[config.mk]
export PLATFORM = sky130hd
export DESIGN_NAME = epf_front_flat
export DESIGN_NICKNAME = d
export VERILOG_FILES = /design/src/rtl/epf_pkg.sv /design/src/rtl/epf_if.sv /design/src/rtl/epf_front.sv /design/src/flat_wrapper.sv
export SDC_FILE = /design/constraint.sdc
export NUM_CORES = 1
export LEC_CHECK = 0
export BUFFER_PORTS_ARGS = -buffer_cell sky130_fd_sc_hd__buf_2
export CAP_MARGIN = 20
export CORE_MARGIN = 1.5
export CORE_UTILIZATION = 50
export CTS_CLUSTER_SIZE = 25
export DETAILED_ROUTE_END_ITERATION = 10
export GPL_ROUTABILITY_DRIVEN = 0
export PLACE_DENSITY_LB_ADDON = 0.12
export SYNTH_ARGS = -nofsm -noshare
export SYNTH_HDL_FRONTEND = slang
export SYNTH_SLANG_ARGS = --single-unit
[constraint.sdc]
create_clock -name clk_i -period 15.1 [get_ports clk_i]
set_clock_uncertainty 0.1 [all_clocks]
set_input_delay 1.51 -clock clk_i [delete_from_list [all_inputs] [get_ports clk_i]]
set_output_delay 1.51 -clock clk_i [all_outputs]
set_load 0.05 [all_outputs]
[src/rtl/epf_pkg.sv]
// Package: shared types, codes and constants of the ellipse path flattener.
`timescale 1ns / 1ps

package epf_pkg;

  localparam int unsigned FRAC_BITS = 16;
  localparam int unsigned RADIUS_W  = 30;
  localparam int unsigned RINT_W    = RADIUS_W - FRAC_BITS;
  localparam int unsigned COUNT_W   = 13;

  localparam logic [17:0] PI_FIX  = 18'd205887;
  localparam logic [16:0] ONE_FIX = 17'd65536;

  localparam int unsigned DIV_NUM_W = 54;
  localparam int unsigned DIV_DEN_W = 41;

  localparam logic [DIV_NUM_W-1:0] PI_SQ    = DIV_NUM_W'(64'(PI_FIX) * 64'(PI_FIX));
  localparam logic [DIV_NUM_W-1:0] PI_CUBE  =
    DIV_NUM_W'(64'(PI_FIX) * 64'(PI_FIX) * 64'(PI_FIX));
  localparam logic [DIV_NUM_W-1:0] PI_TWICE = DIV_NUM_W'({PI_FIX, 1'b0});

  localparam int unsigned COEF_A_SHIFT = 15;
  localparam int unsigned COEF_B_SHIFT = 30;

  localparam logic [RINT_W-1:0] SEG_KNEE   = RINT_W'(90);
  localparam logic [RINT_W-1:0] SEG_LO_OFF = RINT_W'(16);
  localparam logic [RINT_W-1:0] SEG_HI_OFF = RINT_W'(92);
  localparam logic [16:0]       RECIP3     = 17'd43691;
  localparam int unsigned       RECIP3_SH  = 17;

  typedef enum logic [1:0] {
    CODE_MOVE  = 2'd0,
    CODE_LINE  = 2'd1,
    CODE_CLOSE = 2'd2,
    CODE_NONE  = 2'd3
  } path_code_e;

  typedef enum logic {
    OP_START = 1'b0,
    OP_STEP  = 1'b1
  } opcode_e;

  typedef struct packed {
    logic                       opcode;
    logic signed [30:0]         center_x;
    logic signed [30:0]         center_y;
    logic        [RADIUS_W-1:0] radius_x;
    logic        [RADIUS_W-1:0] radius_y;
  } cmd_t;

  typedef struct packed {
    logic [1:0]         path_code;
    logic signed [31:0] point_x;
    logic signed [31:0] point_y;
    logic               last_of_path;
  } rsp_t;

  // Segment count from the integer part of one radius.
  function automatic logic [RINT_W-1:0] seg_count(input logic [RINT_W-1:0] ri);
    logic              low;
    logic [RINT_W-1:0] base;
    logic [RINT_W+16:0] prod;
    logic [RINT_W-1:0] quo;
    begin
      low  = (ri < SEG_KNEE);
      base = low ? {ri[RINT_W-3:0], 2'b00} : ri;
      prod = (RINT_W+17)'(base) * (RINT_W+17)'(RECIP3);
      quo  = prod[RECIP3_SH +: RINT_W];
      return low ? quo + SEG_LO_OFF : quo + SEG_HI_OFF;
    end
  endfunction

endpackage

[src/rtl/epf_if.sv]
// Interfaces: request and response channels of the ellipse path flattener.
`timescale 1ns / 1ps

interface epf_req_if;
  logic               valid;
  logic               ready;
  logic               opcode;
  logic signed [30:0] center_x;
  logic signed [30:0] center_y;
  logic        [29:0] radius_x;
  logic        [29:0] radius_y;

  modport source (output valid, opcode, center_x, center_y, radius_x, radius_y,
                  input ready);
  modport sink   (input valid, opcode, center_x, center_y, radius_x, radius_y,
                  output ready);
endinterface


[src/rtl/epf_front.sv]
// Front end: accepts requests and queues them for the back end.
`timescale 1ns / 1ps

module epf_front import epf_pkg::*; #(
  parameter int unsigned DEPTH = 2
) (
  input  logic       clk_i,
  input  logic       rst_ni,
  epf_req_if.sink    req_i,
  output logic       head_valid_o,
  output cmd_t       head_o,
  input  logic       pop_i
);

  localparam int unsigned PTR_W = (DEPTH > 1) ? $clog2(DEPTH) : 1;
  localparam int unsigned CNT_W = $clog2(DEPTH + 1);

  cmd_t             mem_q [DEPTH];
  logic [PTR_W-1:0] wr_ptr_q, rd_ptr_q;
  logic [CNT_W-1:0] cnt_q;
  logic             push, pop;
  cmd_t             in_cmd;

  assign req_i.ready  = (cnt_q < CNT_W'(DEPTH));
  assign push         = req_i.valid && req_i.ready;
  assign pop          = pop_i && head_valid_o;
  assign head_valid_o = (cnt_q != '0);
  assign head_o       = mem_q[rd_ptr_q];

  assign in_cmd.opcode   = req_i.opcode;
  assign in_cmd.center_x = req_i.center_x;
  assign in_cmd.center_y = req_i.center_y;
  assign in_cmd.radius_x = req_i.radius_x;
  assign in_cmd.radius_y = req_i.radius_y;

  function automatic logic [PTR_W-1:0] ptr_next(input logic [PTR_W-1:0] p);
    return (p == PTR_W'(DEPTH - 1)) ? '0 : p + 1'b1;
  endfunction

  always_ff @(posedge clk_i or negedge rst_ni) begin
    if (!rst_ni) begin
      wr_ptr_q <= '0;
      rd_ptr_q <= '0;
      cnt_q    <= '0;
    end else begin
      if (push) wr_ptr_q <= ptr_next(wr_ptr_q);
      if (pop)  rd_ptr_q <= ptr_next(rd_ptr_q);
      if (push && !pop)      cnt_q <= cnt_q + 1'b1;
      else if (pop && !push) cnt_q <= cnt_q - 1'b1;
    end
  end

  always_ff @(posedge clk_i) begin
    if (push) mem_q[wr_ptr_q] <= in_cmd;
  end

endmodule

[src/flat_wrapper.sv]
// flat-port wrapper written by rule: the top's interface ports become plain ports
module epf_front_flat import epf_pkg::*;
#(
  parameter int unsigned DEPTH = 2
)
  (clk_i, rst_ni, head_valid_o, head_o, pop_i, req_i_valid, req_i_opcode, req_i_center_x, req_i_center_y, req_i_radius_x, req_i_radius_y, req_i_ready);
  epf_req_if req_i_i ();
  input  logic clk_i;
  input  logic rst_ni;
  output logic head_valid_o;
  output cmd_t head_o;
  input  logic pop_i;
  input wire logic [$bits(req_i_i.valid)-1:0] req_i_valid;
  input wire logic [$bits(req_i_i.opcode)-1:0] req_i_opcode;
  input wire logic [$bits(req_i_i.center_x)-1:0] req_i_center_x;
  input wire logic [$bits(req_i_i.center_y)-1:0] req_i_center_y;
  input wire logic [$bits(req_i_i.radius_x)-1:0] req_i_radius_x;
  input wire logic [$bits(req_i_i.radius_y)-1:0] req_i_radius_y;
  output wire logic [$bits(req_i_i.ready)-1:0] req_i_ready;
  assign req_i_i.valid = req_i_valid;
  assign req_i_i.opcode = req_i_opcode;
  assign req_i_i.center_x = req_i_center_x;
  assign req_i_i.center_y = req_i_center_y;
  assign req_i_i.radius_x = req_i_radius_x;
  assign req_i_i.radius_y = req_i_radius_y;
  assign req_i_ready = req_i_i.ready;
  epf_front #(.DEPTH(DEPTH)) u_core (.clk_i(clk_i), .rst_ni(rst_ni), .req_i(req_i_i), .head_valid_o(head_valid_o), .head_o(head_o), .pop_i(pop_i));
endmodule
Yosys cells after proc, flatten, opt, wreduce, memory -nomap -nowiden
Memory sizes are Yosys's and may differ from the RTL's.
Index checks and enable logic that the tools add are counted.
{"block": "classes", "add_sub_neg": 4, "muxes": 6, "n_lt_le_gt_ge": 1, "n_reduce_logical": 8}
{"op": "1-bit logical AND", "count": 4}
{"op": "1-bit two-way mux", "count": 4}
{"op": "2-bit two-way mux", "count": 2}
{"op": "2-bit nonzero test", "count": 2}
{"op": "1-bit adder (second input constant)", "count": 2}
{"op": "2-bit by 1-bit adder with 2-bit output (second input constant)", "count": 1}
{"op": "1-bit logical NOT", "count": 2}
{"op": "2-bit < comparator (second input constant)", "count": 1}
{"op": "2-bit by 1-bit subtractor with 2-bit output (second input constant)", "count": 1}
{"block": "totals", "elab_cells": 23, "ff_bits": 4, "output_inout_bits": 125, "mem_bits_rw": 246, "n_memories": 1, "input_bits": 127}
{"memory": "u_core.mem_q", "depth": 2, "width": 123, "read_ports": 1, "rd_clocked_by_memory_dff": 0, "wr": 1, "line_no": "epf_front.sv:18", "source": "cmd_t mem_q [DEPTH];"}

Logic depth before layout (Yosys ltp)
Gate-level depths: netlist of run 1.
{"block": "depth", "ltp_word": 6, "depth_mapped": 6, "depth_no_buf": 6}

Worst setup path before layout of run 1
Ideal clock, no wire load.
{"block": "synth_timing", "path_type": "in2reg", "startpoint": "input port req_i_valid", "endpoint": "memory u_core.mem_q[0][0] in the netlist's numbering (enable)", "arrival_time_ps": 7192, "slack_ps": 7187, "t_required_ps": 14379, "cell_stages": 2, "n_path_buf": 0, "setup_ps": 621, "cell_sequence": "nor2b_1 > nor2b_1"}
{"block": "synth_between", "elab_chain_cells": 3}
{"item": "start, declared", "line_no": "flat_wrapper.sv:13", "source": "input wire logic [$bits(req_i_i.valid)-1:0] req_i_valid;"}
{"item": "1-bit logical AND", "line_no": "epf_front.sv:25", "source": "assign push = req_i.valid && req_i.ready;"}
{"item": "1-bit two-way mux", "line_no": "epf_front.sv:54", "source": "if (push) mem_q[wr_ptr_q] <= in_cmd;"}
{"item": "1-bit two-way mux (not written as such)", "line_no": "epf_front.sv:54"}
{"item": "end, declared", "line_no": "epf_front.sv:18"}
No other way between the ends.

==> run summary, run 1 <==
In this run, post-CTS repair resized a total of 0 instances. The tools report the global-route wire length before repair as 25100 µm. Reg-to-reg critical path endpoint: u_core.mem_q[0][52]. Timing would allow up to 0.216 GHz. For this design the ratio of total power to cell area is 222 nW/µm². The kind of cell with the highest combined delay along the critical path is buffers and inverters.

Max-cap violations in this run came to 0. The portion of the post-synthesis area used by sequential elements came out at 80.4%. Relative to the synthesized area, the layout overhead comes to 24.8%. In the final timing run, aggregate negative setup slack is 0 ps.

The floorplan step defined a die boundary enclosing 19400 µm². The total overflow reported by the global router came out at 0. The library cell used most frequently in the layout, excluding fill and tap cells, is sky130_fd_sc_hd__buf_2.

Of the total synthesized cell area, the portion taken by full adders, half adders and majority gates is 0.134%. The synthesized netlist contains 15 unique library cells. The highest-delay cell along the critical path was sky130_fd_sc_hd__dfrtp_4.

The die span in y was 139 µm; the cell internal power dissipation was 1.58 mW. The synthesized netlist devotes 0% of its cell area to compound gates. The critical setup path kind was flip-flop to output pin.

By area, the combinational part of the netlist is dominated by multiplexers. For the post-synthesis cell count, the log shows 400. The worst hold path terminates at u_core.cnt_q[0]. For the number of global-route vias before repair, the log shows 4717. Setup repair after global routing left no endpoint under its margin. The startpoint identified for the worst hold timing path is u_core.cnt_q[0]. Summed over all layers, the routed wires come to 16400 µm. Setup violations remaining at the end of the flow were counted as 0. Width of the die: 139 µm. The initial utilization of the core area, before any placement, comes to 51.5%. The final reports fail on design-rule violations. The tools report the summed instance area of the synthesized netlist as 9310 µm². Counting every sink on the clock net gives 250. Counting the fill cells in the layout gives 1263. The flow ran to the end, but the final reports show violations. In this run the static leakage power is 4.51 nW.

The class of the tightest hold or removal check was flip-flop to flip-flop. The largest vdd supply drop was 0.143 mV; the routed wirelength normalized by instance count was 17.9 µm. For the worst setup path, the data required time is 13490 ps. 252 I/O pins were placed.

Headroom to the max-slew limit came out at 37.9%. After synthesis, the mean cell area works out to 23.3 µm². For the number of buffers inserted during clock tree synthesis, the log shows 26. Dividing the final minimum period by the clock period gives 30.6%. Of the total synthesized cell area, the portion taken by XOR and XNOR cells is 0.470%. Counting both buffers and inverters, the worst setup path holds a total of 3.

The count of buffers added on input and output ports is 251. The global-route total usage across every layer is 16.5%, and the highest fanout seen on the critical path is 45. TritonCTS built the clock tree. The worst reg2reg path startpoint was u_core.cnt_q[1].

Combinational cells account for 39.7% of the total power. Detailed routing inserted a total of 4537 vias. The final count of pins violating max slew came out at 0. After detailed routing, the number of vias per cell comes to 4.93. The tools report the power dissipated by switching net loads as 1.01 mW. The first TritonRoute pass finished after 8 iterations. The number of cells on the worst hold path was 1; the final count of hold timing violations was 0. The worst-case reg-to-reg path depth works out to 4. The maximum count of clock buffers along a single path is 3. Clock transition at the register clock pins on the worst setup and hold paths after CTS: 50 ps. The latest clock arrival within the worst-skew pair was 510 ps.

Leaving out fill and tap cells, the most frequent cells in the layout are 251 x sky130_fd_sc_hd__buf_2, 246 x sky130_fd_sc_hd__edfxtp_1, 63 x sky130_fd_sc_hd__mux2_2. In this run, post-CTS hold repair placed 0 buffers. The logs give 291 for the DRC marker count from the first detailed-route iteration and 23.0% for the clock network fraction of total power.

The placed wire-length estimate was 10600 µm; the count of warnings emitted by yosys was 0. The multi-input combinational cells in the finished layout cover a total of 1710 µm². The number of nets in the synthesized netlist is 528.

The worst setup path is launched from a flip-flop. The tools report the number of nets still failing antenna checks after routing as 0. Entering global routing, the biggest net connects 81 pins. The stage delay of the slowest cell on the critical path is 820 ps, and the post-layout net count is 798.

The multiplexer share of the synthesized area is 17.3%, and the total area of sequential cells is 7490 µm². The logs give 17 for the number of DRC violations after detailed routing and 1 for the number of levels the H-tree was split into. After clock tree synthesis, the setup repair step added 0 buffers.

Final hold analysis gives a worst-case slack of 415 ps. Synthesis inferred 250 register bits. The tools report the root buffer cell as sky130_fd_sc_hd__clkbuf_16. The initial antenna violation count was 1. After Yosys synthesis, and, or, nand and nor cells account for 0.349% of the synthesized area.

Subtracting the final worst setup slack from the clock period gives 4630 ps. The count of standard-cell rows was 49. The switching part of the total power is 39.0%. At the pin with the least slew margin, the transition time is 932 ps. The tools report the worst-case register-to-register setup slack as 11850 ps. The endpoint arrival time on the critical path is 3020 ps. Traced cell by cell, the critical path runs through buf_16 > buf_4 > mux2_2 > buf_2. Sequential cells burn 37.3% of the power.

The floorplan core area was 18100 µm²; the fraction of final layout cells with drive strength greater than 1 was 60.3%. The worst setup path is captured at an output pin.
Yosys cell counts (all sizes together):
library cell | n | area share [%]
inv | 1 | 0.040
nor2 | 1 | 0.040
ha | 1 | 0.13
buf | 14 | 1.3
mux2 | 123 | 17
edfxtp | 246 | 79
nor2b | 2 | 0.13
or2 | 1 | 0.067
xor2 | 2 | 0.19
nand2 | 1 | 0.040
xnor2 | 3 | 0.28
and2 | 1 | 0.067
dfrtp | 4 | 1.1
routing by layer:
metal / share of wire (%) / GRT usage [%] / up-vias
li1: - / - / 2138
met1: 41 / 21.3 / 2206
met2: 48 / 26.6 / 172
met3: 10 / 5.71 / 21
met4: 1.5 / 4.82 / 0
met5: 0 / 0 / -
power groups by stage:
stage	logic, mW	clock network [mW]	registers, mW
6_report	1.03	0.594	0.962
5_1_grt	1.07	0.639	0.975
4_1_cts	1.01	0.611	0.987
3_5_place_dp	1.01	0	1.00
3_3_place_gp	1.01	0	0.993
2_1_floorplan	0.872	0	0.965
sequential cells by signal (all words and copies together), names as in the netlist:
signal           count
u_core.wr_ptr_q      1
u_core.mem_q       246
u_core.rd_ptr_q      1
u_core.cnt_q         2
how the worst max path moves through the flow:
stage | startpoint | to | slack (ps) | depth (start not counted)
after floorplan | req_i_valid | u_core.mem_q[0][0] | 7190 | 2
after global placement | req_i_valid | u_core.mem_q[0][47] | 10600 | 5
after detailed placement | req_i_valid | u_core.mem_q[0][52] | 10550 | 5
after CTS | u_core.rd_ptr_q | head_o[96] | 10210 | 3
after global routing | u_core.rd_ptr_q | head_o[96] | 10300 | 4
final | u_core.rd_ptr_q | head_o[96] | 10470 | 4
kinds of logic after synthesis:
kind of cell               Yosys count
buffers and inverters               15
muxes                              123
and+or+nand+nor                      6
xor gates and xnor gates             5
DFF                                250
adders and majority gates            1
stage by stage:
stage	power [mW]	std cells	utilization, %	setup WS (ps)	instance area, µm²
after floorplan	1.84	400	-	7190	9310
after global placement	2.00	870	59.6	10600	10800
after detailed placement	2.01	870	59.6	10550	10800
after CTS	2.61	918	64.1	10210	11600
after global routing	2.69	920	64.2	10300	11600
final	2.58	920	64.2	10470	11600
final cells by class:
| class | count | area share [%] |
|---|---|---|
| Timing Repair Buffer | 256 | 11.3 |
| Multi-Input combinational cell | 135 | 14.7 |
| Clock inverter | 9 | 0.582 |
| Antenna cell | 1 | 0.0215 |
| Tap cell | 229 | 2.47 |
| Inverter | 1 | 0.0323 |
| Sequential cell | 250 | 64.5 |
| Clock buffer | 39 | 6.38 |
Note: power is estimated with default switching activity, not from simulation.
==> inputs of run 2 (changes only) <==
==> constraint.sdc (replaced) <==
create_clock -name clk_i -period 4.9 [get_ports clk_i]
set_clock_uncertainty 0.1 [all_clocks]
set_input_delay 0.49 -clock clk_i [delete_from_list [all_inputs] [get_ports clk_i]]
set_output_delay 0.49 -clock clk_i [all_outputs]
set_load 0.05 [all_outputs]
==> run 2 against run 1 <==
  * The run still ends with design-rule violations left
  * Combinational power grew to 3.1 times the previous value
  * Core utilization shrank 0.17 points
  * Flip-flop and latch count is the same
  * First-iteration DRC count shrank 20%
  * Register-to-register slack lost 9300 ps
  * Non-clock buffer count is the same
  * Routed wire length grew 5.3%
  * Design area shrank 0.27%
==> run summary, run 2 (synthesis results as in run 1) <==
The run finished, with violations left. The checks that failed: design-rule violations. VDD sags by at most 0.452 mV. The signal on the critical path passes through buf_4 > mux2_2 > buf_2. The latest clock arrival within the worst-skew pair was 500 ps. The cell sitting at the root of the clock tree is a sky130_fd_sc_hd__clkbuf_16.

STA puts the critical path data required time at 4310 ps. After routing, the total negative slack on setup checks comes to 0 ps. The clock passes through at most 3 buffers. Worst setup slack after placement: 2270 ps. The number of buffers and inverters on the critical path is 2.

Counting the buffers created by CTS gives 25. Based on the critical path, the design can be clocked at up to 0.320 GHz. The run gives 1710 µm² as the area occupied by multi-input gates. The sequential cells in the finished layout cover a total of 7490 µm². The die span in y works out to 139 µm. The cell total after placement came out at 870. The floorplan step set the die width to 139 µm. The logs give 2 for the initial antenna violation count and 9 for the total iterations of the first detailed-routing run. The total number of vias is 4537.

The DRC marker count from the first detailed-route iteration was 233. The initial utilization of the core area, before any placement, comes to 51.5%. The floorplan has 49 rows. In this run the count of I/O pins placed on the die edge is 252.

TritonCTS built the clock tree. The total overflow reported by the global router came out at 0. Nature of the critical path endpoint: an output pin. Global-route total usage across every layer: 17.6%.

Register name with the most flops: u_core.mem_q. Wire segments on met3 add up to 1520 µm in the final route. The final count of hold timing violations was 0.

In this run the worst hold path is classified as input port to flip-flop. The worst path uses 63.7% of the clock period. Once layout is complete, the cells apart from fillers number 918. For this run, design rule violations remaining after detail routing come to 28. The type of origin of the critical path is a flip-flop. The highest fanout seen on the critical path is 41.

The top metal layer carrying routed signals was met4. The max-slew headroom at the worst pin is 45.4%, and the via-per-instance ratio is 4.94. The critical setup path kind was flip-flop to output pin. The clock transition at the register clock pins on the worst setup and hold paths after CTS is 60 ps.

The total power per unit cell area came out at 679 nW/µm². The logs give 8790 µm for the routed length on met2 and 797 for the post-layout net count. The core region is 18100 µm². For the pin with the worst max-slew slack, the measured transition is 818 ps. The detailed router put a total of 6640 µm of wire on met1.

The run gives 1295 as the count of fill cells added during filler insertion. The first global-routing pass estimated 26300 µm of wire. Data on the critical path arrives at its endpoint at 2530 ps. The register with the most flip-flops in the layout has 246 of them. Highest-delay cell along the critical path: sky130_fd_sc_hd__dfrtp_4. The analysis attributes to cell leakage a power of 4.49 nW.

The number of global-route vias before repair is 4873, and the largest net degree at the start of global routing is 113. The final layout contains routed wiring with a total length of 17300 µm. Once layout is done, the placed cells without fillers occupy 11600 µm².

Leaving out fill and tap cells, the most frequent cell in the layout is sky130_fd_sc_hd__buf_2. The clock period minus worst slack is 3120 ps, and the slack of the critical path is 1780 ps. Setup violations remaining at the end of the flow were counted as 0. Once detail routing completed, the nets flagged for antenna violations numbered 0.

Once the clock tree was built, the resizer swapped 0 gates to a different size. The tree built by TritonCTS fans out to 250 sinks. The full die area came out at 19400 µm². Dividing the detail-routed wire length by the instance count gives 18.9 µm. The top cell types in the final layout, fill and taps aside, are 251 x sky130_fd_sc_hd__buf_2, 246 x sky130_fd_sc_hd__edfxtp_1, 63 x sky130_fd_sc_hd__mux2_2.

Max-cap violation count: 0. The largest registers in the layout are u_core.mem_q: 246 flops, u_core.cnt_q: 2 flops. On the worst path, the slowest cell contributes a delay of 790 ps.

Area overhead of the layout relative to synthesis: 24.4%. After legalization and detailed placement, the total HPWL measured 11500 µm. Among cell families on the critical path, the largest total delay comes from buffers and inverters. The number of levels the H-tree was split into is 1, and the number of port buffers is 251.

Of the cells placed in the final design, the portion with a size suffix greater than 1 is 60.6%. The tools report the final count of pins violating max slew as 0. In this run the cell area measured after placement is 10800 µm². Setup repair after global routing left no endpoint under its margin.
-- run 2: what timing repair did --
action / 4_1_cts / 5_1_grt
setup buffers: 0 / 0
hold buffers: 1 / 0
endpoints found under the hold margin: 4 / 0
-- run 2: final timing paths --
check / startpoint / to / slack [ps] / cells after the start
setup / recovery: u_core.rd_ptr_q / head_o[3] / 1780 / 3
hold / removal: req_i_center_y[3] / u_core.mem_q[1][63] / 70 / 1
setup reg to reg: u_core.cnt_q[1] / u_core.mem_q[1][94] / 2530 / 3
hold reg to reg: u_core.cnt_q[0] / u_core.cnt_q[0] / 440 / 1
max in group asynchronous: rst_ni / u_core.rd_ptr_q / 4330 / 2
min in group asynchronous: rst_ni / u_core.cnt_q[1] / 230 / 2
-- run 2: layout make-up --
type                            count  area share [%]
Multi-Input combinational cell    135            14.8
Clock buffer                       35            6.16
Tap cell                          229            2.47
Antenna cell                        3          0.0648
Clock inverter                      9           0.335
Timing Repair Buffer              256            11.5
Sequential cell                   250            64.7
Inverter                            1          0.0324
-- run 2: routing by layer --
metal	up-vias	GRT usage, %
li1	2129	-
met1	2206	21.1
met2	169	30.3
met3	33	5.82
met4	0	5.04
met5	-	0
-- run 2: worst reg2reg max path, delay by kind of cell, from the launching register on --
| kind | cells | cell delay, ps |
|---|---|---|
| buffers and inverters | 1 | 460 |
| DFF | 1 | 400 |
| and+or+nand+nor | 2 | 1020 |
-- run 2: where the power goes --
group | internal (mW) | switching [mW]
Combinational | 0.953 | 2.20
Clock | 1.01 | 0.726
Sequential | 2.81 | 0.167
Total | 4.76 | 3.10
-- run 2: metrics by stage --
step | utilization [%] | hold slack, ps | power, mW
after floorplan | - | 94.4 | 5.64
after global placement | 59.8 | 198 | 6.16
after detailed placement | 59.8 | 204 | 6.21
after CTS | 64.0 | 55.2 | 7.95
after global routing | 64.0 | 55.1 | 8.16
final | 64.0 | 74.2 | 7.86
==> inputs of run 3 (changes only) <==
--- a/config.mk
+++ b/config.mk
@@ -5,6 +5,7 @@
 export SDC_FILE = /design/constraint.sdc
 export NUM_CORES = 1
 export LEC_CHECK = 0
+export ABC_AREA = 1
 export BUFFER_PORTS_ARGS = -buffer_cell sky130_fd_sc_hd__buf_2
 export CAP_MARGIN = 20
 export CORE_MARGIN = 1.5
==> constraint.sdc (replaced) <==
create_clock -name clk_i -period 3.1 [get_ports clk_i]
set_clock_uncertainty 0.1 [all_clocks]
set_input_delay 0.31 -clock clk_i [delete_from_list [all_inputs] [get_ports clk_i]]
set_output_delay 0.31 -clock clk_i [all_outputs]
set_load 0.05 [all_outputs]
==> run 3 against run 2 <==
  * Setup slack got worse by 1200 ps
  * Final cell count up 42%
  * The run now ends clean
  * Clock power up 69%
  * Largest cell class unchanged
  * Clock-buffer cell count did not move
  * Worst hold slack worse by 52 ps
==> run summary, run 3 <==
The clock period minus worst slack was 2520 ps; the total iterations of the first detailed-routing run was 5. The reg-to-reg critical path endpoint was u_core.mem_q[0][119]. Buffers placed on the I/O ports in this run total 251.

The commonest non-fill, non-tap cell in the layout was sky130_fd_sc_hd__nand2_1. Wire segments on met3 add up to 1180 µm in the final route. Walking the worst path, the cells encountered are inv_4 > buf_12 > nand2_1 > nand2_1 > buf_2. After clock tree synthesis, the setup repair step added 0 buffers. The logs give 1500 µm² for the area occupied by multi-input gates and 34.3% for the relative contribution of sequential cells to total power.

In the final routing, the length of wire on met1 measures 7910 µm. The analysis attributes to net switching a power of 6.13 mW. The number of cells on the worst hold path was 3.

The register name with the most flops is u_core.mem_q. The largest registers in the layout are u_core.mem_q: 246 flops, u_core.cnt_q: 2 flops. The post-placement cell area is 10700 µm². Of the cells placed in the final design, the portion with a size suffix greater than 1 is 27.7%. The worst setup path is launched from a flip-flop. The tool flagged a number of max-cap violations equal to 0. The finished layout holds 1300 standard cells, fillers aside. The fraction of post-synthesis cell area in the top cell type by area is 80.5%. In the routed layout, each cell is associated on average with a via count of 4.81. The run gives 0 as the final count of hold timing violations. The logs give 2690 ps for the data required time at the worst endpoint and 20.4% for the global-route total usage across every layer. Dominant synthesized flop cell: sky130_fd_sc_hd__edfxtp_1.

Portion of the post-synthesis area used by sequential elements: 81.6%. The number of DRC violations after detailed routing came out at 0. In the layout the commonest cells are 377 x sky130_fd_sc_hd__nand2_1, 251 x sky130_fd_sc_hd__buf_2, 246 x sky130_fd_sc_hd__edfxtp_1. Timing analysis after detailed placement gives a worst setup slack of 1110 ps. Summed over all nets, wire length on met2 after detailed routing comes to 10300 µm.

The number of levels the H-tree was split into was 1; the worst-case reg-to-reg path depth was 4. The critical setup path kind was flip-flop to output pin. Counting flops and latches in the post-synthesis netlist gives 250.

The area overhead of the layout relative to synthesis came out at 38.8%. Per report_power, the combinational group accounts for 44.1% of the total. The tools report the count of warnings emitted by yosys as 0.

The fraction of the cycle the final worst path needs is 81.4%. In this run the worst hold path is classified as input port to flip-flop. The run finished with clean final reports. The number of gates resized after CTS was 0. The largest net degree at the start of global routing was 125; the post-synthesis async set-or-reset flop share was 1.60%. Setup repair after global routing left no endpoint under its margin.

In this run the mean area of a mapped cell was 13.7 µm². The full die area is 19200 µm², and the cell area after layout is 12700 µm². The floorplan step defined a core boundary enclosing 18000 µm². The latest clock arrival within the worst-skew pair is 510 ps.

Summed instance area of the synthesized netlist: 9180 µm². The logs give 0 for the total overflow reported by the global router and 1129 for the cell total after placement. Setup violations remaining at the end of the flow were counted as 0. The number of nets still failing antenna checks after routing is 0, and the routed wirelength normalized by instance count is 15.3 µm. Clock-pin slew was measured on the worst setup and hold paths at 60 ps. The top metal layer carrying routed signals is met4. The tools report the number of global-route vias before repair as 6380. For this run, the top clock speed supported by timing is 0.396 GHz. In the synthesized netlist, the number of instances is 670. The count of flip-flops with a built-in enable after synthesis is 246.

The cell internal power dissipation is 7.47 mW, and the slack of the critical path is 577 ps. TritonCTS built the clock tree. The layout has 1267 filler cells. The largest individual stage delay along the critical path comes from the cell sky130_fd_sc_hd__dfrtp_4. The first global-routing pass estimated 31500 µm of wire. STA puts the critical path data arrival time at 2110 ps. The startpoint identified for the worst register-to-register timing path is u_core.cnt_q[1].

For the final routed database, the setup TNS stands at 0 ps. In this run, the clock network consumes 21.5% of the power. By instance count, the leading cell after synthesis is sky130_fd_sc_hd__nand2_1. Counting stages on the worst path, the most repeated cell is sky130_fd_sc_hd__nand2_1. The worst hold path terminates at u_core.wr_ptr_q.

Clock tree synthesis selected as its root buffer the cell sky130_fd_sc_hd__clkbuf_16. The largest single stage delay on the critical path is 500 ps. Sorting the synthesized cells by how often they occur yields 378 x sky130_fd_sc_hd__nand2_1, 246 x sky130_fd_sc_hd__edfxtp_1, 17 x sky130_fd_sc_hd__buf_2. In this run the deepest clock path goes through 3 buffers. The tools report the DRC marker count from the first detailed-route iteration as 327. Net switching is 45.1% of the power. Total area of sequential cells: 7490 µm². The tools report the worst hold path startpoint as req_i_valid. The post-synthesis cell type with the largest combined area was sky130_fd_sc_hd__edfxtp_1.

Yosys mapped the design onto 14 distinct sky130hd cell types. Post-layout net count: 1181. In this run the tightest slew margin relative to its limit is 53.5%. The initial antenna violation count came out at 1. Pin placement for this block handled 252 I/O pins.

Clock tree synthesis found a total of 250 sinks. For this block, the via count after detailed routing is 6248. Detailed placement ended at an HPWL of 11600 µm. The die is 138 µm wide.

By area the synthesized netlist is led by sky130_fd_sc_hd__edfxtp_1 80%, sky130_fd_sc_hd__nand2_1 15%, sky130_fd_sc_hd__dfrtp_1 1.1%. The effective utilization at floorplan is 51.1%, and the flip-flop count of the largest register, all copies and words added is 246. For this design the ratio of total power to cell area is 1070 nW/µm². The tools report the count of standard-cell rows as 49. In this run the worst path has a maximum fanout of 42.

The logs give 5.46 nW for the leakage power summed over all cells and 26 for the number of buffers inserted during clock tree synthesis. The die span in y is 138 µm, and the largest vdd supply drop is 0.767 mV. The final count of pins violating max slew was 0; the post-synth net total was 798. The worst setup path is captured at an output pin. Summed over all layers, the routed wires come to 19900 µm. The worst-case register-to-register setup slack is 1260 ps, and the transition time of the tightest slew-check pin is 698 ps.
-- run 3: cell count changes after synthesis, sizes merged, moves of 6 or more --
cell	change
nand2	+377
mux2	-123
buf	+13
inv	+6
-- run 3: logic make-up (layout without fill, tap and decap cells) --
logic type | after synthesis | after routing | synth area share [%]
AND/OR/NAND/NOR | 383 | 383 | 15.7
flip-flops | 250 | 250 | 81.6
buffers and inverters | 34 | 434 | 2.39
XOR/XNOR | 2 | 2 | 0.191
adder cells (fa/ha/maj) | 1 | 1 | 0.136
other | 0 | 1 | 0
-- run 3: per-stage QoR --
step                      power, mW  hold WS [ps]  utilization, %
after floorplan                9.27         -85.6               -
after global placement         10.6          19.7            59.5
after detailed placement       10.6          21.9            59.5
after CTS                      13.7          7.34            70.9
after global routing           14.2          21.3            70.9
final                          13.6          22.6            70.9
-- run 3: critical path, delay by kind of cell (launching register included) --
| kind | cells | cell delay [ps] |
|---|---|---|
| flip-flops | 1 | 500 |
| buffers and inverters | 3 | 890 |
| AND/OR/NAND/NOR | 2 | 170 |
-- run 3: worst max path at each step --
stage / start / endpoint / slack (ps) / cells past startpoint
after floorplan: u_core.cnt_q[1] / u_core.mem_q[0][0] / -5 / 3
after CTS: u_core.rd_ptr_q / head_o[95] / 550 / 5
final: u_core.rd_ptr_q / head_o[95] / 580 / 5
after global routing: u_core.rd_ptr_q / head_o[23] / 430 / 5
after global placement: u_core.rd_ptr_q / head_o[6] / 1120 / 5
after detailed placement: u_core.rd_ptr_q / head_o[69] / 1110 / 5
-- run 3: cell type report --
cell class	instances	area share, %
repair buffers	382	20.6
diodes	1	0.0196
well taps	229	2.25
multi-input cells	386	11.7
inverters	7	0.255
clock buffers	35	5.54
clock inverters	10	0.766
flip-flops and latches	250	58.8
-- run 3: power by group through the flow --
| stage | Clock (mW) | Sequential [mW] | Combinational [mW] |
|---|---|---|---|
| floorplan | 0 | 4.72 | 4.56 |
| global placement | 0 | 4.71 | 5.86 |
| detailed placement | 0 | 4.74 | 5.91 |
| CTS | 2.98 | 4.67 | 6.05 |
| global route | 3.11 | 4.72 | 6.37 |
| finish | 2.93 | 4.67 | 6.00 |
-- run 3: layer usage --
metal / track usage [%] / up-vias
met5: 0 / -
met4: 8.03 / 0
met3: 4.19 / 47
met2: 35.6 / 225
met1: 25.2 / 2951
li1: - / 3025
-- run 3: what timing repair did --
item | CTS | global route
hold buffers | 125 | 0
hold endpoints to repair | 251 | 0
endpoints found under the setup margin | 0 | 0
